**src/rtl/klic_pkg.sv**
```systemverilog
// ----------------------------------------------------------------------------
// klic_pkg - shared types and constants for the knob level controller
// Event kinds, phases, register indices, reset values, the state and result
// records, and the small progress-to-level tables.
// ----------------------------------------------------------------------------
`default_nettype none

package klic_pkg;

  // Level geometry
  localparam int STEPS_PER_LEVEL = 3;
  localparam int NUM_LEVELS      = 5;
  localparam int MAX_PROGRESS    = NUM_LEVELS * STEPS_PER_LEVEL - 1;
  localparam int PROG_W          = $clog2(MAX_PROGRESS + 1);
  localparam int LEVEL_W         = 3;
  localparam int SUB_W           = 2;
  localparam int LIDX_W          = $clog2(NUM_LEVELS);

  // Field widths
  localparam int KIND_W  = 3;
  localparam int TIME_W  = 32;
  localparam int DELTA_W = 8;
  localparam int REQ_W   = 8;
  localparam int CIDX_W  = 3;
  localparam int SUM_W   = DELTA_W + PROG_W;

  // Register reset values
  localparam logic [TIME_W-1:0] BOOT_HOLD_RST  = 32'd1000;
  localparam logic [TIME_W-1:0] INACT_TO_RST   = 32'd300000;
  localparam logic [TIME_W-1:0] DEBOUNCE_RST   = 32'd500;
  localparam logic [TIME_W-1:0] LONG_PRESS_RST = 32'd1500;
  localparam logic              INIT_TYPE_RST  = 1'b0;

  typedef enum logic [KIND_W-1:0] {
    KIND_TICK      = 3'd0,
    KIND_ENCODER   = 3'd1,
    KIND_BUTTON    = 3'd2,
    KIND_SET_LEVEL = 3'd3,
    KIND_RST_QUEUE = 3'd4,
    KIND_DISMISS   = 3'd5
  } kind_t;

  typedef enum logic {
    PHASE_BOOT = 1'b0,
    PHASE_HOME = 1'b1
  } phase_t;

  typedef enum logic [CIDX_W-1:0] {
    CFG_BOOT_HOLD  = 3'd0,
    CFG_INACT_TO   = 3'd1,
    CFG_DEBOUNCE   = 3'd2,
    CFG_LONG_PRESS = 3'd3,
    CFG_INIT_TYPE  = 3'd4
  } cfg_idx_t;

  typedef struct packed {
    logic [TIME_W-1:0] boot_hold;
    logic [TIME_W-1:0] idle_timeout;
    logic [TIME_W-1:0] dismiss_debounce_ms;
    logic [TIME_W-1:0] press_long;
    logic              init_unit_type;
  } cfg_t;

  typedef struct packed {
    logic [KIND_W-1:0]  kind;
    logic [TIME_W-1:0]  now_ms;
    logic [DELTA_W-1:0] delta;
    logic               pressed;
    logic [TIME_W-1:0]  press_duration_ms;
    logic [REQ_W-1:0]   level_request;
  } ev_t;

  typedef struct packed {
    phase_t            phase;
    logic [TIME_W-1:0] phase_enter_time;
    logic [TIME_W-1:0] last_input_time;
    logic [TIME_W-1:0] dismiss_time;
    logic              dismiss_valid;
    logic [PROG_W-1:0] progress;
    logic              alert;
    logic              dev_type;
  } state_t;

  typedef struct packed {
    logic               phase;
    logic [LEVEL_W-1:0] level;
    logic [SUB_W-1:0]   detent;
    logic               inactive;
    logic               unit_type;
    logic               level_changed;
    logic               alert_dismissed;
  } res_t;

  // Level (1-based) for a progress value; constant table lookup
  function automatic logic [LEVEL_W-1:0] level_of(input logic [PROG_W-1:0] p);
    logic [LEVEL_W-1:0] lvl;
    lvl = LEVEL_W'(1);
    for (int i = 0; i < (1 << PROG_W); i++) begin
      if (p == PROG_W'(i)) begin
        if (i / STEPS_PER_LEVEL >= NUM_LEVELS) lvl = LEVEL_W'(NUM_LEVELS);
        else lvl = LEVEL_W'(i / STEPS_PER_LEVEL + 1);
      end
    end
    return lvl;
  endfunction

  // Detent position within the level; constant table lookup
  function automatic logic [SUB_W-1:0] sub_of(input logic [PROG_W-1:0] p);
    logic [SUB_W-1:0] sub;
    sub = '0;
    for (int i = 0; i < (1 << PROG_W); i++) begin
      if (p == PROG_W'(i)) sub = SUB_W'(i % STEPS_PER_LEVEL);
    end
    return sub;
  endfunction

endpackage

`default_nettype wire

```
**src/rtl/klic_step.sv**
```systemverilog
// ----------------------------------------------------------------------------
// klic_step - single-pass event update
// Applies one event to the controller state and forms the result item.
// Purely combinational; registered on both sides by the top level.
// ----------------------------------------------------------------------------
`default_nettype none

module klic_step
  import klic_pkg::*;
(
  input  cfg_t   cfg,
  input  state_t cur,
  input  ev_t    ev,
  output state_t state_nxt,
  output res_t   res_nxt
);

  kind_t                    kind;
  logic [TIME_W-1:0]        d_enter;
  logic [TIME_W-1:0]        d_input;
  logic [TIME_W-1:0]        d_dismiss;
  logic signed [SUM_W-1:0]  prog_sum;
  logic [LIDX_W-1:0]        req_idx;
  logic                     changed;
  logic                     dismissed;

  assign kind      = kind_t'(ev.kind);
  assign d_enter   = ev.now_ms - cur.phase_enter_time;
  assign d_input   = ev.now_ms - cur.last_input_time;
  assign d_dismiss = ev.now_ms - cur.dismiss_time;

  // Progress plus signed detents, wide enough not to wrap
  assign prog_sum = $signed({{DELTA_W{1'b0}}, cur.progress})
                  + $signed({{PROG_W{ev.delta[DELTA_W-1]}}, ev.delta});

  // Requested level clamped to 1..NUM_LEVELS, as a 0-based index
  always_comb begin
    priority if (ev.level_request == '0)
      req_idx = '0;
    else if (ev.level_request > REQ_W'(NUM_LEVELS))
      req_idx = LIDX_W'(NUM_LEVELS - 1);
    else
      req_idx = LIDX_W'(ev.level_request - REQ_W'(1));
  end

  // Next state
  always_comb begin
    state_nxt = cur;
    changed   = 1'b0;
    dismissed = 1'b0;
    unique case (kind)
      KIND_TICK: begin
        if (cur.phase == PHASE_BOOT) begin
          if (d_enter > cfg.boot_hold) begin
            state_nxt.phase            = PHASE_HOME;
            state_nxt.phase_enter_time = ev.now_ms;
            state_nxt.last_input_time  = ev.now_ms;
          end
        end else if (!cur.alert && d_input >= cfg.idle_timeout) begin
          state_nxt.alert = 1'b1;
        end
      end
      KIND_ENCODER: begin
        if (ev.delta != '0) begin
          state_nxt.last_input_time = ev.now_ms;
          priority if (cur.alert) begin
            // first rotation only dismisses the alert
            state_nxt.alert         = 1'b0;
            state_nxt.dismiss_time  = ev.now_ms;
            state_nxt.dismiss_valid = 1'b1;
          end else if (cur.dismiss_valid && d_dismiss < cfg.dismiss_debounce_ms) begin
            // absorbed inside the debounce window
          end else begin
            state_nxt.dismiss_valid = 1'b0;
            if (cur.phase == PHASE_HOME) begin
              priority if (prog_sum < 0)
                state_nxt.progress = '0;
              else if (prog_sum > SUM_W'(MAX_PROGRESS))
                state_nxt.progress = PROG_W'(MAX_PROGRESS);
              else
                state_nxt.progress = prog_sum[PROG_W-1:0];
              changed = 1'b1;
            end
          end
        end
      end
      KIND_BUTTON: begin
        if (ev.pressed) begin
          state_nxt.last_input_time = ev.now_ms;
          state_nxt.alert           = 1'b0;
          if (ev.press_duration_ms >= cfg.press_long)
            state_nxt.dev_type = ~cur.dev_type;
        end
      end
      KIND_SET_LEVEL: begin
        state_nxt.progress = PROG_W'(int'(req_idx) * STEPS_PER_LEVEL);
        changed            = 1'b1;
      end
      KIND_RST_QUEUE: begin
        state_nxt.progress        = '0;
        state_nxt.alert           = 1'b0;
        state_nxt.last_input_time = ev.now_ms;
        changed                   = 1'b1;
      end
      KIND_DISMISS: begin
        if (cur.alert) begin
          state_nxt.alert           = 1'b0;
          state_nxt.dismiss_time    = ev.now_ms;
          state_nxt.dismiss_valid   = 1'b1;
          state_nxt.last_input_time = ev.now_ms;
          dismissed                 = 1'b1;
        end
      end
      default: begin
        // unused kinds leave the state alone
      end
    endcase
  end

  // Result reports the state after the event
  always_comb begin
    res_nxt.phase           = state_nxt.phase;
    res_nxt.level           = level_of(state_nxt.progress);
    res_nxt.detent          = sub_of(state_nxt.progress);
    res_nxt.inactive        = state_nxt.alert;
    res_nxt.unit_type       = state_nxt.dev_type;
    res_nxt.level_changed   = changed;
    res_nxt.alert_dismissed = dismissed;
  end

endmodule

`default_nettype wire

```
**src/rtl/knob_level_inactivity_controller.sv**
```systemverilog
// ----------------------------------------------------------------------------
// knob_level_inactivity_controller - rotary knob queue level controller
// Tracks queue level from encoder, button and timer events, runs the boot
// and home phases and the inactivity alert with its dismiss debounce.
// ----------------------------------------------------------------------------
//
//   channel  direction  handshake          payload
//   in_      input      in_valid/in_stall  kind, now_ms, delta, pressed,
//                                          press_duration_ms, level_request
//   out_     output     out_valid/out_stall phase, level, detent,
//                                          inactive, unit_type,
//                                          level_changed, alert_dismissed
//   cfg_     input      cfg_we             cfg_index, cfg_wdata
//
// One item per cycle while no result is held under out_stall; each result
// passes through the event register, then the single-pass update into the
// result register, before it is valid. Synchronous reset loads the register
// defaults and clears the state. While a result waits under out_stall both
// stages hold and in_stall is raised; otherwise in_stall is low.
// ----------------------------------------------------------------------------
`default_nettype none

module knob_level_inactivity_controller
  import klic_pkg::*;
(
  input  logic                clk,
  input  logic                rst_n,
  // event channel
  input  logic                in_valid,
  output logic                in_stall,
  input  logic [KIND_W-1:0]   in_kind,
  input  logic [TIME_W-1:0]   in_now_ms,
  input  logic signed [DELTA_W-1:0] in_delta,
  input  logic                in_pressed,
  input  logic [TIME_W-1:0]   in_press_duration_ms,
  input  logic [REQ_W-1:0]    in_level_request,
  // result channel
  output logic                out_valid,
  input  logic                out_stall,
  output logic                out_phase,
  output logic [LEVEL_W-1:0]  out_level,
  output logic [SUB_W-1:0]    out_detent,
  output logic                out_inactive,
  output logic                out_unit_type,
  output logic                out_level_changed,
  output logic                out_alert_dismissed,
  // register write port
  input  logic                cfg_we,
  input  logic [CIDX_W-1:0]   cfg_index,
  input  logic [TIME_W-1:0]   cfg_wdata
);

  logic   advance;
  logic   ev_valid_r;
  ev_t    ev_r;
  state_t state_r;
  state_t state_nxt;
  cfg_t   cfg_r;
  res_t   res_nxt;
  res_t   res_r;
  logic   out_valid_r;

  // Both stages move together unless a result is held
  assign advance  = !out_valid_r || !out_stall;
  assign in_stall = !advance;

  // Event register
  always_ff @(posedge clk) begin
    if (advance && in_valid) begin
      ev_r.kind              <= in_kind;
      ev_r.now_ms            <= in_now_ms;
      ev_r.delta             <= in_delta;
      ev_r.pressed           <= in_pressed;
      ev_r.press_duration_ms <= in_press_duration_ms;
      ev_r.level_request     <= in_level_request;
    end
  end

  klic_step u_step (
    .cfg       (cfg_r),
    .cur       (state_r),
    .ev        (ev_r),
    .state_nxt (state_nxt),
    .res_nxt   (res_nxt)
  );

  // Control, state and configuration registers
  always_ff @(posedge clk) begin
    if (!rst_n) begin
      ev_valid_r                    <= 1'b0;
      out_valid_r                   <= 1'b0;
      state_r.phase                 <= PHASE_BOOT;
      state_r.phase_enter_time      <= '0;
      state_r.last_input_time       <= '0;
      state_r.dismiss_time          <= '0;
      state_r.dismiss_valid         <= 1'b0;
      state_r.progress              <= '0;
      state_r.alert                 <= 1'b0;
      state_r.dev_type              <= INIT_TYPE_RST;
      cfg_r.boot_hold               <= BOOT_HOLD_RST;
      cfg_r.idle_timeout            <= INACT_TO_RST;
      cfg_r.dismiss_debounce_ms     <= DEBOUNCE_RST;
      cfg_r.press_long              <= LONG_PRESS_RST;
      cfg_r.init_unit_type          <= INIT_TYPE_RST;
    end else begin
      if (advance) begin
        ev_valid_r  <= in_valid;
        out_valid_r <= ev_valid_r;
        if (ev_valid_r) state_r <= state_nxt;
      end
      // the user must write registers only while idle; the block does not enforce it
      if (cfg_we) begin
        unique case (cfg_idx_t'(cfg_index))
          CFG_BOOT_HOLD:  cfg_r.boot_hold           <= cfg_wdata;
          CFG_INACT_TO:   cfg_r.idle_timeout        <= cfg_wdata;
          CFG_DEBOUNCE:   cfg_r.dismiss_debounce_ms <= cfg_wdata;
          CFG_LONG_PRESS: cfg_r.press_long          <= cfg_wdata;
          CFG_INIT_TYPE: begin
            cfg_r.init_unit_type <= cfg_wdata[0];
            state_r.dev_type     <= cfg_wdata[0];
          end
          default: begin
            // unmapped index
          end
        endcase
      end
    end
  end

  // Result register
  always_ff @(posedge clk) begin
    if (advance && ev_valid_r) res_r <= res_nxt;
  end

  assign out_valid           = out_valid_r;
  assign out_phase           = res_r.phase;
  assign out_level           = res_r.level;
  assign out_detent          = res_r.detent;
  assign out_inactive        = res_r.inactive;
  assign out_unit_type       = res_r.unit_type;
  assign out_level_changed   = res_r.level_changed;
  assign out_alert_dismissed = res_r.alert_dismissed;

endmodule

`default_nettype wire

```
**config.mk**
```make
export PLATFORM = sky130hd
export DESIGN_NAME = knob_level_inactivity_controller
export DESIGN_NICKNAME = d
export VERILOG_FILES = /design/src/rtl/klic_pkg.sv /design/src/rtl/klic_step.sv /design/src/rtl/knob_level_inactivity_controller.sv
export SDC_FILE = /design/constraint.sdc
export NUM_CORES = 1
export LEC_CHECK = 0
export CAP_MARGIN = 10
export CORE_MARGIN = 2
export CORE_UTILIZATION = 40
export DETAILED_ROUTE_END_ITERATION = 7
export DONT_BUFFER_PORTS = 1
export GPL_TIMING_DRIVEN = 0
export MAX_ROUTING_LAYER = met4
export PLACE_DENSITY_LB_ADDON = 0.3
export SETUP_SLACK_MARGIN = 0.3
export SYNTH_ARGS = -nofsm -noshare
export SYNTH_HDL_FRONTEND = slang
export SYNTH_SLANG_ARGS = --single-unit
```
**constraint.sdc**
```tcl
create_clock -name clk -period 11.33 [get_ports clk]
set_input_delay 1.133 -clock clk [delete_from_list [all_inputs] [get_ports clk]]
set_output_delay 1.133 -clock clk [all_outputs]
set_load 0.02 [all_outputs]
```
Word level (Yosys, flattened, before mapping)
Index checks and enable logic that the tools add are counted.
{"block": "classes", "addsub": 5, "mul": 1, "div": 0, "order_cmp": 7, "eq_ne": 31, "n_shift": 0, "n_mux": 57, "n_bitwise": 2, "n_reduce_logical": 29}
{"cell": "2-to-1 mux 65 bit", "count": 3}
{"cell": "case mux 32 bit (5 select lines)", "count": 1}
{"cell": "subtractor 32 bit", "count": 3}
{"cell": "2-to-1 mux 70 bit", "count": 1}
{"cell": "case mux 33 bit (2 select lines)", "count": 1}
{"cell": ">= comparator 32 bit", "count": 2}
{"cell": "2-to-1 mux 32 bit", "count": 2}
{"cell": "2-to-1 mux 2 bit", "count": 20}
{"cell": "2-to-1 mux 33 bit", "count": 1}
{"cell": "== test 4 bit (second input constant)", "count": 8}
{"cell": "> comparator 32 bit", "count": 1}
{"cell": "less-than comparator 32 bit", "count": 1}
{"cell": "2-to-1 mux 1 bit", "count": 18}
{"cell": "== test 4 x 3 -> 1 bit (second input constant)", "count": 4}
{"cell": "2-to-1 mux 4 bit", "count": 4}
{"cell": "== test 3 x 2 -> 1 bit (second input constant)", "count": 4}
{"cell": "case mux 4 bit (3 select lines)", "count": 1}
{"cell": "AND reduction 6 bit", "count": 2}
{"cell": "AND reduction 2 bit", "count": 5}
{"cell": "adder 5 x 8 -> 9 bit", "count": 1}
{"cell": "== test 3 bit (second input constant)", "count": 3}
{"cell": "> comparator 9 x 5 -> 1 bit (second input constant)", "count": 1}
{"cell": "less-than comparator 9 x 1 -> 1 bit (second input constant)", "count": 1}
{"cell": "== test 4 x 2 -> 1 bit (second input constant)", "count": 2}
{"cell": "other kinds (26)", "count": 42}
{"block": "totals", "ff_bits": 328, "latch_bits": 0, "ramBits": 0, "rom_bits": 0, "inputBits": 124, "out_inout_bits": 12, "word_cells": 161, "memories": 0}

Longest topological paths before layout
Gate-level depths: netlist of run 1.
{"block": "depth", "depth_word": 24, "depth_mapped": 26, "mapped_depth_nobuf": 25}

Hierarchy
From an unflattened synthesis of run 1, not the netlist that was laid out.
{"block": "hier_totals", "hier_cells": 2638, "hier_area_um2": 21763.4}
{"module": "knob_level_inactivity_controller", "instances": 1, "cells_per_inst": 1084, "area_each_um2": 11350.9, "seq_area_each_um2": 7527.2}
{"module": "klic_step", "instances": 1, "cells_per_inst": 1554, "area_each_um2": 10412.5, "seq_area_each_um2": 0.0}

Least setup slack after synthesis of run 1
OpenSTA, ideal clock, no wires.
{"block": "synth_path", "path_kind": "register to register", "start": "reg ev_r[49] (netlist name)", "end": "reg res_r, in the netlist out_detent[0], data pin", "setup_ns": 0.265, "arrival_ns": 5.184, "t_required_ns": 11.065, "setup_slack_ns": 5.881, "stages_incl_launch_ff": 26, "path_buffers": 0, "synth_period_minus_slack_ns": 5.449, "cell_sequence": "edfxtp_1 inv_1 ha_1 inv_1 fa_1 a21o_1 a21oi_2 o21ai_1 a311o_1 a211o_1 a21o_1 a31oi_1 and2_1 o31ai_1 xor2_1 ha_1 a21oi_1 nand2_1 a221o_1 a211o_1 o211ai_2 mux2i_1 a31oi_4 and2_1 mux2i_1 mux2i_1"}
{"block": "synth_via", "elab_chain_cells": 21, "word_cells_on_any_way": 36, "cone_classes": "add/sub (1); order compare (1); eq/ne (15); mux (17); reduce/logical (2)"}
{"item": "start, declared", "line": "knob_level_inactivity_controller.sv:55", "text": "ev_t ev_r;"}
{"item": "subtractor 32 bit *", "line": "klic_step.sv:30", "text": "assign d_dismiss = ev.now_ms - cur.dismiss_time;"}
{"item": "less-than comparator 32 bit *", "line": "klic_step.sv:71", "text": "end else if (cur.dismiss_valid && d_dismiss < cfg.dismiss_debounce_ms) begin"}
{"item": "logical AND 1 bit *", "line": "klic_step.sv:71"}
{"item": "2-to-1 mux 5 bit *", "line": "klic_step.sv:71"}
{"item": "2-to-1 mux 4 bit *", "line": "klic_step.sv:66", "text": "priority if (cur.alert) begin"}
{"item": "2-to-1 mux 70 bit *", "line": "klic_step.sv:64", "text": "if (ev.delta != '0) begin"}
{"item": "case mux 4 bit (3 select lines) *", "line": "klic_step.sv:51", "text": "unique case (kind)"}
{"item": "== test 4 x 1 -> 1 bit"}
{"item": "2-to-1 mux 1 bit", "line": "klic_pkg.sv:112", "text": "if (p == PROG_W'(i)) sub = SUB_W'(i % STEPS_PER_LEVEL);"}
{"item": "2-to-1 mux 2 bit (12 in series)", "line": "klic_pkg.sv:112"}
{"item": "end signal, assigned", "line": "knob_level_inactivity_controller.sv:132", "text": "if (advance && ev_valid_r) res_r <= res_nxt;"}
{"item": "end, declared", "line": "knob_level_inactivity_controller.sv:60", "text": "res_t res_r;"}
Mark *: on every way between the ends. The rest lies on a longest branch, timed or not. The select of a mux whose other input is x is not followed.
A chain may end at the register's enable or synchronous reset.

Worst setup path in the final report of run 1
{"block": "layout_path", "start": "reg ev_r[61] (netlist name)", "end": "reg state_r[73] (netlist name)"}
{"block": "layout_via", "elab_chain_cells": 3}
{"item": "subtractor 32 bit", "line": "klic_step.sv:28", "text": "assign d_enter = ev.now_ms - cur.phase_enter_time;"}
{"item": "> comparator 32 bit", "line": "klic_step.sv:54", "text": "if (d_enter > cfg.boot_hold) begin"}
{"item": "AND reduction 5 bit (no source line)"}
{"item": "end signal, assigned", "line": "knob_level_inactivity_controller.sv:109", "text": "if (ev_valid_r) state_r <= state_nxt;"}
{"item": "end, declared", "line": "knob_level_inactivity_controller.sv:56", "text": "state_t state_r;"}
Every way passes these cells.

==> results of run 1 <==
## routing by layer
| metal | vias to the layer above | global-route usage | wire [um] |
|---|---|---|---|
| met3 | 110 | 0.04189 | 3191 |
| met1 | 7514 | 0.2671 | 23770 |
| li1 | 8069 | - | - |
| met5 | - | - | 0 |
| met2 | 397 | 0.3668 | 25940 |
| met4 | 0 | 0.09338 | 2218 |
## cell usage after synthesis (6+ instances only)
| cell | n |
|---|---|
| mux2i_1 | 42 |
| o21a_1 | 32 |
| inv_1 | 259 |
| edfxtp_1 | 94 |
| nor2b_1 | 18 |
| and2_1 | 10 |
| clkbuf_1 | 61 |
| xnor2_1 | 60 |
| xor2_1 | 26 |
| nand3_1 | 93 |
| a21oi_1 | 242 |
| o31ai_1 | 36 |
| ha_1 | 228 |
| o21bai_1 | 14 |
| o21ai_0 | 60 |
| nand2b_1 | 13 |
| nand2_1 | 330 |
| nand4_1 | 25 |
| a21o_1 | 74 |
| a31oi_1 | 8 |
| buf_2 | 10 |
| nor2_1 | 112 |
| dfxtp_1 | 234 |
| nor3_1 | 20 |
| or3_1 | 10 |
| a211o_1 | 6 |
| o211ai_1 | 37 |
| or2_2 | 6 |
| and3_1 | 10 |
| a211oi_1 | 15 |
| nor4_1 | 10 |
## worst max-delay path: stages (launching register included)
cell and delay (ns):
edfxtp_1 0.51, ha_1 0.46, nand4_1 0.21, nor3_2 0.39, o2111ai_1 0.18, o31ai_1 0.55
o211ai_1 0.18, a21oi_2 0.31, a211oi_1 0.15, o21bai_1 0.16, a21oi_1 0.09, xnor2_1 0.17
ha_1 0.31, nand4_1 0.16, nor4_1 0.82, and4_1 0.35, o211ai_1 0.32, a31o_2 0.38
nor3_2 0.88, buf_4 0.38, mux2i_1 0.21, nor2_1 0.05
## cells by family (layout without fill, tap and decap cells)
| group | after synthesis | in the layout | share of synthesized area |
|---|---|---|---|
| flops | 328 | 328 | 0.3806 |
| mux | 42 | 42 | 0.02131 |
| xor+xnor | 86 | 86 | 0.03818 |
| compound gates | 585 | 585 | 0.1921 |
| fa+ha+maj | 234 | 234 | 0.1503 |
| buf+inv | 340 | 414 | 0.06590 |
| simple gates | 672 | 672 | 0.1517 |
## cell type report
type | instances | area [um2]
fill | 4849 | 26950
multi-input combinational | 1619 | 10920
timing repair buffer | 1 | 27.53
clock inverter | 16 | 215.2
inverter | 261 | 979.7
tap | 664 | 830.8
buffer | 79 | 320.3
sequential | 328 | 7507
clock buffer | 57 | 1096
## through the flow
step	util	hold WS, ns	power [W]	cell area (um2)
CTS	0.4483	0.4530	0.003143	21900
floorplan	-	0.4319	0.001693	19730
global route	0.4483	0.4690	0.003255	21900
finish	0.4483	0.4493	0.003107	21900
detailed placement	0.4214	0.4467	0.001842	20590
global placement	0.4208	0.4401	0.001828	20560
## worst max-delay path by stage
stage                   from             to  slack, ns  depth (start not counted)
floorplan           ev_r[49]  out_detent[0]       5.88                         25
finish              ev_r[61]    state_r[73]       3.96                         21
CTS                 ev_r[61]    state_r[72]       4.11                         21
global route        ev_r[61]    state_r[81]       3.55                         21
detailed placement  ev_r[61]    state_r[73]       4.15                         21
global placement    ev_r[49]    state_r[72]       4.17                         24
## flip-flops by register name, indices dropped and copies added, names as in the netlist, 2 cells and up
signal and cells:
cfg_r 128, ev_r 84, out_detent 2, out_level 3
state_r 104
## power by group
part	internal (W)	total, W	switching (W)
registers	0.00125	0.00129	0.0000356
clock network	0.000769	0.00129	0.000518
logic	0.000213	0.000531	0.000318
total	0.00224	0.00311	0.000872
==> flow_summary.yaml, run 1 <==
clock_network:
  post_cts_resize_count: 0
  postCtsSetupRepairBufs: 0
  cts_buffer_depth: 3
  clock-sinks: 328
  clk_pin_slew_ns: 0.06
  htree_levels: 2
  cts_tree: "done"
  cts_made_buffers: 40
  root_buffer: "clkbuf_16"
  ctsHoldBuffers: 0
  clock_latency_ns: 0.58
hold_path:
  hold_path_class: "reg2reg"
  holdPathEnd: "state_r[11]"
  holdPathStages: 2
  min-delay-start: "state_r[11]"
placement:
  dp.cells: 2952
  place_congestion: 0.9291
  post-place-ws_ns: 4.145
  hpwl_um: 43510
  io_buffers: 0
global_routing:
  grtUsageTotal: 0.2227
  grt-ovfl-total: 0
  grt_pass1_vias: 15490
  grt_pass1_wl_um: 84810
  grt_max_degree: 53
  antenna_found_initial: 0
detailed_routing:
  drtIter0Drc: 1096
  drt_first_pass_iters: 6
  vias_per_cell: 5.319
  antenna_left: 0
  vias: 16090
  wirelength_um: 55130
  post-route-drc-count: 0
  post_drt_wl_per_cell_um: 18.22
timing:
  finalClockSkew_ns: 0.03355
  layout_worst_path_cycle_share: 0.6504
  fin_tns_setup_ns: 0
  slew_viol_final: 0
  relSlewSlack: 0.2125
  rsz0062_at_grt: "no"
  setup_viol: 0
  worst_slack_ns: 3.961
  finalCriticalPeriod_ns: 7.369
  hold_viol: 0
  tightestPinTransition_ns: 1.175
  fmax_ghz: 0.1357
floorplan:
  die-area_um2: 51110
  die_x_um: 226.1
  initial_utilization: 0.4038
  core_um2: 48850
  num_io_pins: 136
  die_y_um: 226.1
  row_count: 81
logic_synthesis:
  synth_seq_cells: 328
  avgSynthCellArea_um2: 8.625
  syn_inst: 2287
  netlist.area_leader.share: 0.2375
  synthArstFlopShare: 0
  syn_area_um2: 19730
  yosysSeqAreaShare: 0.3806
  ys_top_cells_by_area: "dfxtp_1 24%, ha_1 14%, edfxtp_1 14%"
  synth_edf_count: 94
  synth_flop_cell: "dfxtp_1"
  yosys.area.top_type: "dfxtp_1"
  synth_warnings: 0
  synthesis.nets: 2644
  synth.distinct_cells: 75
worst_setup_path:
  worstReg2RegEnd: "state_r[73]"
  crit_path_end_kind: "flop"
  required_ns: 11.76
  arrival_ns: 7.80
  startpoint_type: "flop"
  worstSetupPathType: "reg2reg"
  reg2reg_slack_ns: 3.96
  crit_path_max_fanout: 10
  rr_startpoint: "ev_r[61]"
  reg2reg_depth: 21
final_layout:
  syn2layout_area_growth_pct: 11.01
  antenna_cells: 0
  finalNetCount: 2687
  final_common_cell: "nand2_1"
  final_cells: 3025
  drive_above_1_share: 0.04278
  mostFrequentLayoutCells: "330 x nand2_1, 259 x inv_1, 242 x a21oi_1"
status:
  status: "finished, final reports clean"
power:
  vdd_drop_max_v: 0.00009230
  leakage_nw: 8.142
  pwr_density_cell_nw_per_um2: 141.9
flow_run:
  maxCapViolCount: 0
No activity file was read; power rests on OpenSTA's default activity.
==> run 2, diff against run 1 <==
Clock period 11.33 ns to 6.65 ns, I/O delays scaled along.
==> run 2 against run 1 <==
Effect of this change:
- worst hold slack lost 0.27 ns
- non-clock buffer count grew 13
- fmax grew 22%
- routed wire length grew 0.70%
- clock-buffer cell count is the same
- core utilization grew 0.41 points
- cell count grew 0.46%
- design area grew 0.91%
- clock skew shrank 0.0022 ns
- critical path depth grew 4
- critical endpoint is now out_detent[0]
- largest cell class unchanged
- largest power group unchanged
==> flow_summary.yaml, run 2 (synthesized netlist as in run 1, its figures left out) <==
global_routing:
  antenna_found_initial: 0
  grt-ovfl-total: 0
  met1_usage: 0.2676
  grt_use_met2: 0.3698
  grtUsageTotal: 0.2231
  grt_pass1_vias: 15500
  use_met3: 0.04163
  busiest_layer: "met2"
  grt_pass1_wl_um: 84970
  grt_max_degree: 53
clock_network:
  cts_tree: "done"
  htree_levels: 2
  cts_buffer_depth: 3
  root_buffer: "clkbuf_16"
  clock_latency_ns: 0.58
  ctsHoldBuffers: 0
  cts_made_buffers: 40
  clock-sinks: 328
  clk_pin_slew_ns: 0.06
worst_setup_path:
  reg2reg_depth: 25
  crit_path_end_kind: "flop"
  rr_startpoint: "ev_r[49]"
  reg2reg_slack_ns: 0.63
  required_ns: 6.98
  crit_path_max_fanout: 7
  startpoint_type: "flop"
  critPathTopFamily: "compound AO/OA/AOI/OAI gates"
  arrival_ns: 6.35
  slowest_stage: "edfxtp_1"
  critical_path_buf_inv_count: 2
  worstSetupStartpoint: "ev_r[49]"
  worstSetupPathType: "reg2reg"
  worstReg2RegEnd: "out_detent[0]"
  max_stage_delay_ns: 0.47
floorplan:
  die_y_um: 226.1
  core_um2: 48850
  num_io_pins: 136
  die-area_um2: 51110
  die_x_um: 226.1
  row_count: 81
  initial_utilization: 0.4038
timing:
  layout_worst_path_cycle_share: 0.9058
  fin_tns_setup_ns: 0
  relSlewSlack: 0.3777
  holdWs_ns: 0.1762
  finalClockSkew_ns: 0.03135
  finalCriticalPeriod_ns: 6.024
  slew_viol_final: 0
  hold_viol: 0
  tightestPinTransition_ns: 0.9334
  rsz0062_at_grt: "no"
  fmax_ghz: 0.1660
  setup_viol: 0
final_layout:
  syn2layout_area_growth_pct: 12.03
  mostFrequentLayoutCells: "330 x nand2_1, 258 x inv_1, 242 x a21oi_1"
  final_common_cell: "nand2_1"
  fill_cells: 4831
  drive_above_1_share: 0.05097
  finalNetCount: 2700
  top_register: "cfg_r"
  largestRegisters: "cfg_r x128, state_r x104, ev_r x84"
  largest_reg_flops: 128
  final_cells: 3039
placement:
  dp.cells: 2952
  hpwl_um: 43510
  place_congestion: 0.9291
  io_buffers: 0
flow_run:
  maxCapViolCount: 0
detailed_routing:
  post_drt_wl_per_cell_um: 18.27
  vias_per_cell: 5.303
  antenna_left: 0
  wirelength_um: 55510
  post-route-drc-count: 0
  vias: 16120
  drtIter0Drc: 1050
  drt_first_pass_iters: 5
power:
  power_w: 0.005307
  vdd_drop_max_v: 0.0001567
  pwr_density_cell_nw_per_um2: 240.2
  leakage_nw: 8.230
hold_path:
  min-delay-start: "in_press_duration_ms[19]"
  holdPathEnd: "ev_r[27]"
  hold_path_class: "in2reg"
  holdPathStages: 0
status:
  status: "finished, final reports clean"
-- run 2: cell types whose count changed in the layout (fill, tap and decap cells not counted), sizes merged --
cell and change:
buf +13, diode +1
-- run 2: how the worst max path moves through the flow --
| stage | end | depth (start not counted) |
|---|---|---|
| after floorplan | out_detent[0] | 25 |
| after global placement | state_r[72] | 24 |
| after detailed placement | state_r[73] | 21 |
| after CTS | out_detent[1] | 25 |
| after global routing | out_level[1] | 25 |
| final | out_detent[0] | 25 |
-- run 2: metrics by stage --
| step | instance area, um2 | setup slack, ns | util |
|---|---|---|---|
| floorplan | 19730 | 1.201 | - |
| global placement | 20560 | -0.5131 | 0.4208 |
| detailed placement | 20590 | -0.5348 | 0.4214 |
| CTS | 21990 | 0.3553 | 0.4502 |
| global route | 22100 | 0.2685 | 0.4523 |
| finish | 22100 | 0.6262 | 0.4524 |
-- run 2: where the power goes --
group | switching, W | internal (W) | total (W) | leakage [nW]
sequential | 0.0000600 | 0.00213 | 0.00219 | 2.81
combinational | 0.000548 | 0.000371 | 0.000919 | 4.79
clock | 0.000883 | 0.00131 | 0.00219 | 0.633
total | 0.00149 | 0.00382 | 0.00531 | 8.23
-- run 2: timing repair --
| item | in CTS | in global routing |
|---|---|---|
| resized for setup | 8 | 7 |
| pin swaps | 3 | 11 |
| setup buffers | 4 | 9 |
| endpoints found under the setup margin | 64 | 69 |
-- run 2: layer usage --
layer  part of all wire  routed length [um]
met5                  0                   0
met2               0.47               26270
met3              0.061                3390
met1               0.43               23730
met4              0.038                2120
-- run 2: cell type report --
class / instances / area, um2 / share of cell area
clock inverters: 16 / 215.2 / 0.009738
flip-flops and latches: 328 / 7507 / 0.3397
multi-input cells: 1619 / 10990 / 0.4972
well taps: 664 / 830.8 / 0.03759
repair buffers: 14 / 150.1 / 0.006794
inverters: 261 / 979.7 / 0.04433
diodes: 1 / 2.502 / 0.0001132
clock buffers: 57 / 1096 / 0.04960
plain buffers: 79 / 330.3 / 0.01495
==> run 3, diff against run 2 <==
Settings changed: REMOVE_ABC_BUFFERS from default to 1.
==> run 3 against run 2 <==
Effect of this change:
- critical path depth shrank 1
- routed wire length fell by 3.6%
- power is 0.73% lower
- register-to-register slack got worse by 0.095 ns
- fmax is 1.6% lower
- clock power is essentially flat
- setup slack worse by 0.095 ns
- global-route usage fell by 0.81 points
- critical endpoint unchanged
- highest routed layer unchanged
==> flow_summary.yaml, run 3 (synthesized netlist as in run 1, its figures left out) <==
status:
  status: "finished, final reports clean"
flow_run:
  maxCapViolCount: 0
final_layout:
  syn2layout_area_growth_pct: 11.77
  final_common_cell: "nand2_1"
  mostFrequentLayoutCells: "330 x nand2_1, 257 x inv_1, 241 x a21oi_1"
  final_cells: 2966
  fin_area_um2: 22050
  largestRegisters: "cfg_r x128, state_r x104, ev_r x84"
  fill_cells: 4702
  finalNetCount: 2629
  drive_above_1_share: 0.05604
  regArea_um2: 7507
  largest_reg_flops: 128
  multi_input_area_um2: 11060
  antenna_cells: 0
  top_register: "cfg_r"
global_routing:
  grtUsageTotal: 0.2150
  grt-ovfl-total: 0
  grt_pass1_vias: 15390
  grt_max_degree: 132
  antenna_found_initial: 0
  grt_pass1_wl_um: 83420
timing:
  finalClockSkew_ns: 0.01818
  hold_viol: 0
  relSlewSlack: 0.2753
  tightestPinTransition_ns: 1.085
  rsz0062_at_grt: "yes"
  layout_worst_path_cycle_share: 0.9202
  setup_viol: 0
  fin_tns_setup_ns: 0
  finalCriticalPeriod_ns: 6.119
  slew_viol_final: 0
  fmax_ghz: 0.1634
placement:
  dp.cells: 2883
  post_dp_cell_area_um2: 20530
  place_congestion: 0.9131
  hpwl_um: 39350
  io_buffers: 0
clock_network:
  clock-sinks: 328
  clk_pin_slew_ns: 0.06
  cts_tree: "done"
  cts_made_buffers: 39
  htree_levels: 2
  cts_buffer_depth: 3
  clock_latency_ns: 0.57
  root_buffer: "clkbuf_16"
floorplan:
  row_count: 81
  num_io_pins: 136
  die-area_um2: 51110
  core_um2: 48850
  initial_utilization: 0.4038
  die_x_um: 226.1
  die_y_um: 226.1
worst_setup_path:
  crit_path_max_fanout: 7
  crit_path_end_kind: "flop"
  worstSetupPathType: "reg2reg"
  startpoint_type: "flop"
  required_ns: 6.96
  reg2reg_depth: 24
  arrival_ns: 6.43
detailed_routing:
  vias_per_cell: 5.382
  vias: 15960
  post_drt_wl_per_cell_um: 18.05
  wirelength_um: 53530
  antenna_left: 0
  post-route-drc-count: 0
  drtIter0Drc: 942
  drt_first_pass_iters: 5
power:
  power_w: 0.005268
  vdd_drop_max_v: 0.0001764
  pwr_density_cell_nw_per_um2: 239.0
  leakage_nw: 8.197
hold_path:
  holdPathStages: 0
  hold_path_class: "in2reg"
==> run 3: cell types whose count changed in the layout (fill, tap and decap cells not counted), moves of 2 or more <==
cell / before / now
clkbuf_1: 76 / 11
buf_4: 18 / 10
buf_16: 1 / 7
buf_2: 6 / 0
buf_1: 5 / 0
buf_8: 0 / 3
clkbuf_8: 1 / 4
nor2_1: 112 / 109
nor2_4: 0 / 3
clkinv_2: 6 / 4
ha_1: 228 / 226
ha_2: 0 / 2
inv_6: 0 / 2
==> run 3: power by group <==
group / switching, W / internal (W)
Sequential: 0.0000615 / 0.00213
Clock: 0.000873 / 0.00131
Combinational: 0.000515 / 0.000374
==> run 3: routing by layer <==
| metal | up-vias | global-route usage | part of all wire |
|---|---|---|---|
| met5 | - | - | 0 |
| met4 | 0 | 0.06600 | 0.023 |
| met3 | 87 | 0.04150 | 0.057 |
| met2 | 339 | 0.3590 | 0.48 |
| met1 | 7571 | 0.2626 | 0.44 |
| li1 | 7966 | - | - |
==> run 3: metrics by stage <==
| step | hold WS [ns] | util | setup slack, ns |
|---|---|---|---|
| after floorplan | 0.4319 | - | 0.3606 |
| after global placement | 0.4379 | 0.4143 | -1.821 |
| after detailed placement | 0.4430 | 0.4202 | -0.07549 |
| after CTS | 0.1504 | 0.4469 | 0.3003 |
| after global routing | 0.1631 | 0.4513 | 0.2664 |
| final | 0.1853 | 0.4513 | 0.5310 |
==> run 3: critical path: stages (launching register included) <==
cell      delay (ns)
edfxtp_1        0.44
inv_2           0.11
ha_1            0.17
inv_1           0.06
fa_1            0.40
a21o_1          0.21
a21oi_4         0.20
o21ai_1         0.12
a311o_1         0.35
a211o_1         0.38
a21o_2          0.27
a31oi_2         0.20
and2_1          0.20
o31ai_1         0.10
xor2_1          0.15
ha_1            0.34
nand4_1         0.21
or4_1           0.64
a21oi_4         0.25
o211ai_4        0.15
mux2i_2         0.25
a31oi_4         0.17
and2_1          0.21
mux2i_2         0.17
mux2i_1         0.11
==> run 3: what timing repair did <==
action                     CTS  global route
resized for setup            2            19
setup buffers                0            11
pin swaps                    1             9
setup endpoints to repair   45            63
hold buffers                 0             0
==> run 3: layout make-up <==
cell class / count / area share
multi-input cells: 1619 / 0.5014
flip-flops and latches: 328 / 0.3405
clock buffers: 55 / 0.04977
inverters: 261 / 0.04478
well taps: 664 / 0.03768
repair buffers: 23 / 0.01691
clock inverters: 16 / 0.008910
==> run 3: final timing paths <==
kind / from / endpoint / slack [ns]
setup / recovery: ev_r[49] / out_detent[0] / 0.53
hold / removal: in_press_duration_ms[27] / ev_r[35] / 0.19
setup reg to reg: ev_r[49] / out_detent[0] / 0.53
hold reg to reg: state_r[11] / state_r[11] / 0.45
